**config.mk**
```make
export PLATFORM = sky130hd
export DESIGN_NAME = transport_packet_segmenter
export DESIGN_NICKNAME = d
export VERILOG_FILES = /design/src/tps_pkg.sv /design/src/transport_packet_segmenter.sv /design/src/tps_front.sv /design/src/tps_queue.sv /design/src/tps_back.sv
export SDC_FILE = /design/constraint.sdc
export NUM_CORES = 1
export LEC_CHECK = 0
export BUFFER_PORTS_ARGS = -buffer_cell sky130_fd_sc_hd__buf_2
export CORE_MARGIN = 2
export CORE_UTILIZATION = 45
export CTS_CLUSTER_DIAMETER = 80
export DETAILED_ROUTE_END_ITERATION = 10
export PLACE_DENSITY_LB_ADDON = 0.15
export SLEW_MARGIN = 15
export SYNTH_ARGS = -nofsm -noshare
export SYNTH_HDL_FRONTEND = slang
export SYNTH_SLANG_ARGS = --single-unit
export TNS_END_PERCENT = 100
```
**constraint.sdc**
```tcl
create_clock -name clock -period 13.4 [get_ports clock]
set_input_delay 1.34 -clock clock [delete_from_list [all_inputs] [get_ports clock]]
set_output_delay 1.34 -clock clock [all_outputs]
set_load 0.01 [all_outputs]
```
**src/tps_pkg.sv**
```systemverilog
// shared types, constants and helpers for the transport packet segmenter
package tps_pkg;

   localparam int STREAM_SLOTS = 3;
   localparam int SLOT_W       = (STREAM_SLOTS > 1) ? $clog2(STREAM_SLOTS) : 1;

   localparam int JOB_BYTES = 8;
   localparam int JOB_IDX_W = $clog2(JOB_BYTES);

   localparam logic [10:0] MTU_RESET = 11'd23;
   localparam logic [10:0] MTU_MIN   = 11'd8;
   localparam logic [10:0] MTU_MAX   = 11'd1024;

   localparam logic [10:0] HDR_FIRST = 11'd6;
   localparam logic [10:0] HDR_NEXT  = 11'd3;

   localparam logic [1:0] TYPE_INITIAL  = 2'd0;
   localparam logic [1:0] TYPE_CONTINUE = 2'd1;
   localparam logic [1:0] TYPE_FINAL    = 2'd2;

   localparam logic [3:0] TXN_RESET = 4'hf;

   localparam logic [3:0] STREAM_CONTROL = 4'd0;
   localparam logic [3:0] STREAM_OTA     = 4'd2;
   localparam logic [3:0] STREAM_VOICE   = 4'd6;

   localparam logic [1:0] SLOT_NONE = 2'd3;

   // one queued job: the bytes one request produces, oldest first
   typedef struct packed {
      logic [JOB_BYTES-1:0][7:0] bytes;
      logic [JOB_IDX_W-1:0]      last_idx;
      logic                      pend;
      logic                      tend;
      logic                      bad;
   } job_type;

   function automatic logic [1:0] stream_code(input logic [3:0] stream);
      logic [1:0] code;
      case (stream)
         STREAM_CONTROL: code = 2'd0;
         STREAM_OTA:     code = 2'd1;
         STREAM_VOICE:   code = 2'd2;
         default:        code = SLOT_NONE;
      endcase
      return code;
   endfunction

endpackage

```
**src/transport_packet_segmenter.sv**
```systemverilog
// top level of the transport packet segmenter
//
//  channel  | direction | handshake             | payload
//  req_     | in        | req_push / req_full   | payload byte, start, stream, ack, length
//  rsp_     | out       | rsp_pop / rsp_empty   | byte, run/packet/transaction end, bad stream
//  csr_     | in        | csr_valid / csr_ready | link_mtu (always ready)
//
// the back end delivers one result byte per cycle while rsp_pop is high, so a request yields:
// one byte for a plain payload byte, up to eight when it opens a packet with its header
// throughput is set by that byte sequencer; a two-entry job queue lets the front keep
// taking requests while the back end waits on rsp_pop
// requests that produce no bytes are not queued and cost nothing downstream
// synchronous active-high reset; no clearing pass, ready the cycle after reset
module transport_packet_segmenter (
   input  logic        clock,
   input  logic        reset,
   input  logic        csr_valid,
   output logic        csr_ready,
   input  logic [10:0] csr_link_mtu,
   input  logic        req_push,
   output logic        req_full,
   input  logic [7:0]  req_payload_byte,
   input  logic        req_starts_transaction,
   input  logic [3:0]  req_stream_id,
   input  logic        req_ack_request,
   input  logic [15:0] req_total_length,
   output logic        rsp_empty,
   input  logic        rsp_pop,
   output logic [7:0]  rsp_out_byte,
   output logic        rsp_run_last,
   output logic        rsp_packet_end,
   output logic        rsp_transaction_end,
   output logic        rsp_bad_stream
);

   tps_pkg::job_type push_job;
   tps_pkg::job_type head;
   logic             q_push;
   logic             q_pop;
   logic             q_full;
   logic             q_empty;

   assign csr_ready = 1'b1;
   assign req_full  = q_full;

   tps_front u_front (
      .clock                  (clock),
      .reset                  (reset),
      .csr_valid              (csr_valid),
      .csr_link_mtu           (csr_link_mtu),
      .req_push               (req_push),
      .req_payload_byte       (req_payload_byte),
      .req_starts_transaction (req_starts_transaction),
      .req_stream_id          (req_stream_id),
      .req_ack_request        (req_ack_request),
      .req_total_length       (req_total_length),
      .q_full                 (q_full),
      .q_push                 (q_push),
      .q_job                  (push_job)
   );

   tps_queue u_queue (
      .clock    (clock),
      .reset    (reset),
      .push     (q_push),
      .push_job (push_job),
      .pop      (q_pop),
      .full     (q_full),
      .empty    (q_empty),
      .head     (head)
   );

   tps_back u_back (
      .clock               (clock),
      .reset               (reset),
      .head                (head),
      .q_empty             (q_empty),
      .q_pop               (q_pop),
      .rsp_pop             (rsp_pop),
      .rsp_empty           (rsp_empty),
      .rsp_out_byte        (rsp_out_byte),
      .rsp_run_last        (rsp_run_last),
      .rsp_packet_end      (rsp_packet_end),
      .rsp_transaction_end (rsp_transaction_end),
      .rsp_bad_stream      (rsp_bad_stream)
   );

endmodule

```
**src/tps_front.sv**
```systemverilog
// front end: takes requests, tracks transaction state, builds byte jobs
module tps_front (
   input  logic               clock,
   input  logic               reset,
   input  logic               csr_valid,
   input  logic [10:0]        csr_link_mtu,
   input  logic               req_push,
   input  logic [7:0]         req_payload_byte,
   input  logic               req_starts_transaction,
   input  logic [3:0]         req_stream_id,
   input  logic               req_ack_request,
   input  logic [15:0]        req_total_length,
   input  logic               q_full,
   output logic               q_push,
   output tps_pkg::job_type   q_job
);

   logic [10:0] mtu_ff, mtu_in;
   logic [3:0]  last_txn_ff [tps_pkg::STREAM_SLOTS];
   logic [3:0]  last_txn_in [tps_pkg::STREAM_SLOTS];
   logic [15:0] br_ff, br_in;
   logic [9:0]  pbl_ff, pbl_in;
   logic [3:0]  seq_ff, seq_in;
   logic [3:0]  txn_ff, txn_in;
   logic [3:0]  stream_ff, stream_in;
   logic        ack_ff, ack_in;
   logic        dropping_ff, dropping_in;

   logic                        accept;
   logic [1:0]                  code;
   logic                        valid_stream;
   logic [tps_pkg::SLOT_W-1:0]  slot;
   logic                        first;
   logic                        active;
   logic                        bad_start;
   logic [15:0]                 br_eff;
   logic [9:0]                  pbl_eff;
   logic [3:0]                  seq_eff;
   logic [3:0]                  txn_next;
   logic [3:0]                  txn_eff;
   logic [3:0]                  stream_eff;
   logic                        ack_eff;
   logic                        need_hdr;
   logic [10:0]                 mtu_c;
   logic [10:0]                 room;
   logic [10:0]                 pay_a;
   logic [10:0]                 pay_b;
   logic                        ext;
   logic [1:0]                  ptype;
   logic [9:0]                  pkt_len;
   logic [9:0]                  pbl_dec;
   logic [15:0]                 br_dec;
   logic                        pend;
   logic                        tend;
   logic [tps_pkg::JOB_IDX_W-1:0] pos;

   assign accept       = req_push & ~q_full;
   assign code         = tps_pkg::stream_code(req_stream_id);
   assign valid_stream = (code != tps_pkg::SLOT_NONE) &&
                         (int'(code) < tps_pkg::STREAM_SLOTS);
   assign slot         = tps_pkg::SLOT_W'(code);
   assign first        = req_starts_transaction & valid_stream & (req_total_length != 16'd0);
   assign bad_start    = req_starts_transaction & ~valid_stream;
   assign active       = req_starts_transaction ? first
                                                : (~dropping_ff & (br_ff != 16'd0));

   assign br_eff     = req_starts_transaction ? req_total_length : br_ff;
   assign pbl_eff    = req_starts_transaction ? 10'd0 : pbl_ff;
   assign seq_eff    = req_starts_transaction ? 4'd0 : seq_ff;
   assign txn_next   = last_txn_ff[slot] + 4'd1;
   assign txn_eff    = req_starts_transaction ? txn_next : txn_ff;
   assign stream_eff = req_starts_transaction ? req_stream_id : stream_ff;
   assign ack_eff    = req_starts_transaction ? req_ack_request : ack_ff;
   assign need_hdr   = (pbl_eff == 10'd0);

   // packet sizing
   always_comb begin
      if (mtu_ff < tps_pkg::MTU_MIN) begin
         mtu_c = tps_pkg::MTU_MIN;
      end else if (mtu_ff > tps_pkg::MTU_MAX) begin
         mtu_c = tps_pkg::MTU_MAX;
      end else begin
         mtu_c = mtu_ff;
      end
      room  = mtu_c - (first ? tps_pkg::HDR_FIRST : tps_pkg::HDR_NEXT);
      pay_a = ({5'd0, room} > br_eff) ? br_eff[10:0] : room;
      ext   = (pay_a > 11'd255);
      // extended length byte steals one payload byte when the packet is full
      pay_b = (ext && (pay_a > (room - 11'd1))) ? (pay_a - 11'd1) : pay_a;
      if (first) begin
         ptype = tps_pkg::TYPE_INITIAL;
      end else if ({5'd0, pay_b} == br_eff) begin
         ptype = tps_pkg::TYPE_FINAL;
      end else begin
         ptype = tps_pkg::TYPE_CONTINUE;
      end
   end

   assign pkt_len = need_hdr ? pay_b[9:0] : pbl_eff;
   assign pbl_dec = pkt_len - 10'd1;
   assign br_dec  = br_eff - 16'd1;
   assign pend    = (pbl_dec == 10'd0);
   assign tend    = (br_dec == 16'd0);

   // job assembly
   always_comb begin
      q_job = '0;
      pos   = '0;
      if (bad_start) begin
         q_job.bad = 1'b1;
      end else begin
         if (need_hdr) begin
            q_job.bytes[pos] = {stream_eff, txn_eff};
            pos = pos + 1'b1;
            q_job.bytes[pos] = {seq_eff, ptype, ack_eff, ext};
            pos = pos + 1'b1;
            if (first) begin
               q_job.bytes[pos] = 8'd0;
               pos = pos + 1'b1;
               q_job.bytes[pos] = req_total_length[15:8];
               pos = pos + 1'b1;
               q_job.bytes[pos] = req_total_length[7:0];
               pos = pos + 1'b1;
            end
            if (ext) begin
               q_job.bytes[pos] = {5'd0, pay_b[10:8]};
               pos = pos + 1'b1;
            end
            q_job.bytes[pos] = pay_b[7:0];
            pos = pos + 1'b1;
         end
         q_job.bytes[pos] = req_payload_byte;
         q_job.last_idx   = pos;
         q_job.pend       = pend;
         q_job.tend       = tend;
      end
   end

   assign q_push = accept & (bad_start | active);

   // next state
   always_comb begin
      mtu_in      = csr_valid ? csr_link_mtu : mtu_ff;
      last_txn_in = last_txn_ff;
      br_in       = br_ff;
      pbl_in      = pbl_ff;
      seq_in      = seq_ff;
      txn_in      = txn_ff;
      stream_in   = stream_ff;
      ack_in      = ack_ff;
      dropping_in = dropping_ff;
      if (accept) begin
         if (req_starts_transaction) begin
            dropping_in = ~valid_stream;
            br_in       = 16'd0;
            pbl_in      = 10'd0;
            seq_in      = 4'd0;
         end
         if (active) begin
            br_in  = br_dec;
            pbl_in = tend ? 10'd0 : pbl_dec;
            seq_in = need_hdr ? (seq_eff + 4'd1) : seq_eff;
            if (first) begin
               last_txn_in[slot] = txn_next;
               txn_in            = txn_next;
               stream_in         = req_stream_id;
               ack_in            = req_ack_request;
            end
         end
      end
   end

   always_ff @(posedge clock) begin
      if (reset) begin
         mtu_ff      <= tps_pkg::MTU_RESET;
         br_ff       <= '0;
         pbl_ff      <= '0;
         seq_ff      <= '0;
         txn_ff      <= '0;
         stream_ff   <= '0;
         ack_ff      <= 1'b0;
         dropping_ff <= 1'b0;
         for (int i = 0; i < tps_pkg::STREAM_SLOTS; i++) begin
            last_txn_ff[i] <= tps_pkg::TXN_RESET;
         end
      end else begin
         mtu_ff      <= mtu_in;
         br_ff       <= br_in;
         pbl_ff      <= pbl_in;
         seq_ff      <= seq_in;
         txn_ff      <= txn_in;
         stream_ff   <= stream_in;
         ack_ff      <= ack_in;
         dropping_ff <= dropping_in;
         last_txn_ff <= last_txn_in;
      end
   end

endmodule

```
**src/tps_queue.sv**
```systemverilog
// two-entry job queue between front and back, head always in entry zero
module tps_queue (
   input  logic             clock,
   input  logic             reset,
   input  logic             push,
   input  tps_pkg::job_type push_job,
   input  logic             pop,
   output logic             full,
   output logic             empty,
   output tps_pkg::job_type head
);

   tps_pkg::job_type s0_ff, s0_in;
   tps_pkg::job_type s1_ff, s1_in;
   logic [1:0]       count_ff, count_in;
   logic             do_push;
   logic             do_pop;
   logic [1:0]       wpos;

   assign full    = (count_ff == 2'd2);
   assign empty   = (count_ff == 2'd0);
   assign head    = s0_ff;
   assign do_push = push & ~full;
   assign do_pop  = pop & ~empty;
   assign wpos    = count_ff - {1'b0, do_pop};

   always_comb begin
      s0_in    = s0_ff;
      s1_in    = s1_ff;
      count_in = count_ff + {1'b0, do_push} - {1'b0, do_pop};
      if (do_pop) begin
         s0_in = s1_ff;
      end
      if (do_push && wpos == 2'd0) begin
         s0_in = push_job;
      end
      if (do_push && wpos == 2'd1) begin
         s1_in = push_job;
      end
   end

   always_ff @(posedge clock) begin
      s0_ff <= s0_in;
      s1_ff <= s1_in;
      if (reset) begin
         count_ff <= '0;
      end else begin
         count_ff <= count_in;
      end
   end

endmodule

```
**src/tps_back.sv**
```systemverilog
// back end: walks the bytes of the head job onto the response port
module tps_back (
   input  logic             clock,
   input  logic             reset,
   input  tps_pkg::job_type head,
   input  logic             q_empty,
   output logic             q_pop,
   input  logic             rsp_pop,
   output logic             rsp_empty,
   output logic [7:0]       rsp_out_byte,
   output logic             rsp_run_last,
   output logic             rsp_packet_end,
   output logic             rsp_transaction_end,
   output logic             rsp_bad_stream
);

   logic [tps_pkg::JOB_IDX_W-1:0] idx_ff, idx_in;
   logic                          last;
   logic                          take;

   assign last = (idx_ff == head.last_idx);
   assign take = rsp_pop & ~q_empty;

   assign rsp_empty           = q_empty;
   assign rsp_out_byte        = head.bytes[idx_ff];
   assign rsp_run_last        = last;
   assign rsp_packet_end      = last & head.pend;
   assign rsp_transaction_end = last & head.tend;
   assign rsp_bad_stream      = head.bad;
   assign q_pop               = take & last;

   always_comb begin
      idx_in = idx_ff;
      if (take) begin
         idx_in = last ? '0 : (idx_ff + 1'b1);
      end
   end

   always_ff @(posedge clock) begin
      if (reset) begin
         idx_ff <= '0;
      end else begin
         idx_ff <= idx_in;
      end
   end

endmodule

```
==> impl_metrics.json <==
{
  "p_per_area_nw_per_um2": 173,
  "cts_hold_buf": 0,
  "peakVddDrop_v": 0.0000819,
  "drc": 0,
  "fillCellCount": 2739,
  "fin_nets": 1485,
  "dp_hpwl_um": 28000,
  "num_io_pins": 61,
  "via_count": 10932,
  "setup_ws_ns": 1.41,
  "worstSetupPathType": "input pin to register",
  "drt_pass1_iterations": 5,
  "p_leak_nw": 5.51,
  "synthDistinctLibCells": 92,
  "placed_area_um2": 14000,
  "syn_nets": 1469,
  "grt_pass1_wl_um": 60800,
  "finalCritPeriodShare": 0.895,
  "core-area_um2": 29400,
  "grtUsageTotal": 0.252,
  "async_reset_ff_frac": 0,
  "finalPower_mw": 2.57,
  "crit_top_cell": "a21oi_1",
  "dieArea_um2": 31100,
  "clkSinkCount": 208,
  "die_h_um": 176,
  "final_area_um2": 14800,
  "critical_path.max_fanout": 23,
  "crit_arrival_ns": 12.35,
  "netlist.area_leader.share": 0.315,
  "routed_wl_um": 39200,
  "rsz0062_at_grt": "no",
  "ant_nets": 0,
  "cts_made_buffers": 25,
  "min_path_type": "register to register",
  "maxCapViolations": 0,
  "hold_viol": 0,
  "cp_slowest_cell": "xnor2_1",
  "antenna_found_initial": 3,
  "worst-endpoint-required_ns": 13.76,
  "synth.ff_latch_count": 208,
  "setup-violations-final": 0,
  "fmax_mhz": 83.4,
  "initial_utilization": 0.454,
  "synth_area_leaders": "edfxtp_1, dfxtp_1, nor2_1",
  "slew_headroom": 0.277,
  "final_layout_size_suffix_gt1_frac": 0.162,
  "slew_viol_final": 0,
  "gp_congestion": 0.949,
  "fin_worst_skew_ns": 0.0143,
  "holdWs_ns": 0.461,
  "avgSynthCellArea_um2": 9.65,
  "ys.flop_type": "edfxtp_1",
  "num_rows": 63,
  "post_cts_buffers": 0,
  "die_w_um": 176,
  "clkLatencyLatePin_ns": 0.53,
  "grt_max_degree": 88,
  "ys_seq_area_frac": 0.417,
  "grt_pass1_vias": 10500,
  "cts_tree": "yes",
  "area_delta_synth_final_pct": 11.0,
  "startpoint_type": "input pin",
  "yosys_warnings": 0,
  "fin_util": 0.504,
  "tns_ns": 0,
  "fin_cells": 1808,
  "viasPerCell": 6.05,
  "cts_buffer_depth": 3,
  "h-tree-depth": 1,
  "status": "finished, final reports clean",
  "post-route-min-period_ns": 11.99,
  "grt.overflow.total": 0,
  "dr.first_iter.drc_count": 934,
  "clock_tree.root_cell": "clkbuf_16",
  "syn_inst": 1383,
  "cpPeakStageDelay_ns": 0.78,
  "dp_slack_ns": 1.11,
  "tightest_slew_ns": 1.08,
  "cts_resized": 0,
  "wl_per_cell_um": 21.7,
  "io_buffers": 59,
  "critical_path.endpoint_type": "register",
  "dp_cells": 1762,
  "netlist_area_um2": 13400,
  "clk_pin_slew_ns": 0.06,
  "synth_edf_count": 140,
  "yosysTopAreaCell": "edfxtp_1"
}
## registers in the layout, indices dropped and copies added, names as in the netlist
register             cells
u_front.seq_ff           4
u_back.idx_ff            3
u_front.ack_ff           1
u_front.txn_ff           4
u_front.dropping_ff      1
u_front.br_ff           16
u_front.last_txn_ff     12
u_queue.s1_ff           70
u_front.stream_ff        4
u_front.mtu_ff          11
u_queue.count_ff         2
u_front.pbl_ff          10
u_queue.head            70
## cell type report
type / instances / area, µm² / share of cell area
multi-input combinational: 1042 / 7290 / 0.491
sequential: 208 / 5570 / 0.375
clock buffer: 33 / 701 / 0.0473
timing repair buffer: 87 / 505 / 0.0341
tap: 390 / 488 / 0.0329
clock inverter: 11 / 144 / 0.00970
inverter: 35 / 131 / 0.00886
antenna: 2 / 5.00 / 0.000338
## layout by cell type (no fill, tap or decap), types with 41 or more instances in the layout
cell type  count
a21oi_1       66
a22oi_1       60
buf_2         59
dfxtp_1       68
edfxtp_1     140
mux2_2        41
mux2i_1       41
nand2_1      126
nor2_1       176
o31ai_1       46
## Yosys cell counts (15+ instances only)
cell type  number
mux2_2         41
and2_1         15
nor4_1         18
mux4_2         16
nor2_1        176
nand2_1       126
o211ai_1       17
a211oi_1       25
ha_1           40
a21oi_1        66
edfxtp_1      140
xnor2_1        36
nor2b_1        19
dfxtp_1        68
a22oi_1        60
xor2_1         19
nor3_1         31
nand3_1        25
inv_1          35
mux2i_1        41
and3_1         18
o21ai_0        34
a211o_1        19
o31ai_1        46
clkbuf_1       76
## worst paths after layout
check / startpoint / to / cells past startpoint / slack (ns)
setup / recovery: req_stream_id[3] / u_queue.head[2]$_DFFE_PP_ / 36 / 1.41
hold / removal: u_front.last_txn_ff[0]$_SDFFE_PP1P_ / u_front.last_txn_ff[0]$_SDFFE_PP1P_ / 1 / 0.46
setup reg to reg: u_front.mtu_ff[4]$_SDFFE_PP1P_ / u_queue.head[2]$_DFFE_PP_ / 34 / 3.03
hold reg to reg: u_front.last_txn_ff[0]$_SDFFE_PP1P_ / u_front.last_txn_ff[0]$_SDFFE_PP1P_ / 1 / 0.46
## metal layers
layer	vias up	part of all wire	track usage
li1	5225	-	-
met2	309	0.49	0.428
met4	2	0.034	0.0992
met5	-	0.00031	0
met1	5302	0.43	0.329
met3	94	0.046	0.0282
## logic make-up after synthesis
group | synth area share
simple gates | 0.173
compound gates | 0.196
flops | 0.417
buf+inv | 0.0399
mux | 0.0970
xor+xnor | 0.0397
fa+ha+maj | 0.0375
other cells | 0.000281
## power by group
group / total (mW) / switching (mW) / internal, mW
clock: 0.693 / 0.267 / 0.426
combinational: 1.04 / 0.679 / 0.359
sequential: 0.841 / 0.0308 / 0.810
total: 2.57 / 0.977 / 1.59
## critical path: cells and delay by family
family / cells / cell delay, ns
adder cells (fa/ha/maj): 4 / 1.60
AND/OR/NAND/NOR: 12 / 3.48
AO/OA/AOI/OAI: 13 / 3.26
buffers and inverters: 3 / 0.46
XOR/XNOR: 2 / 1.37
multiplexers: 2 / 0.80
Power figures use the tool's default switching activity.
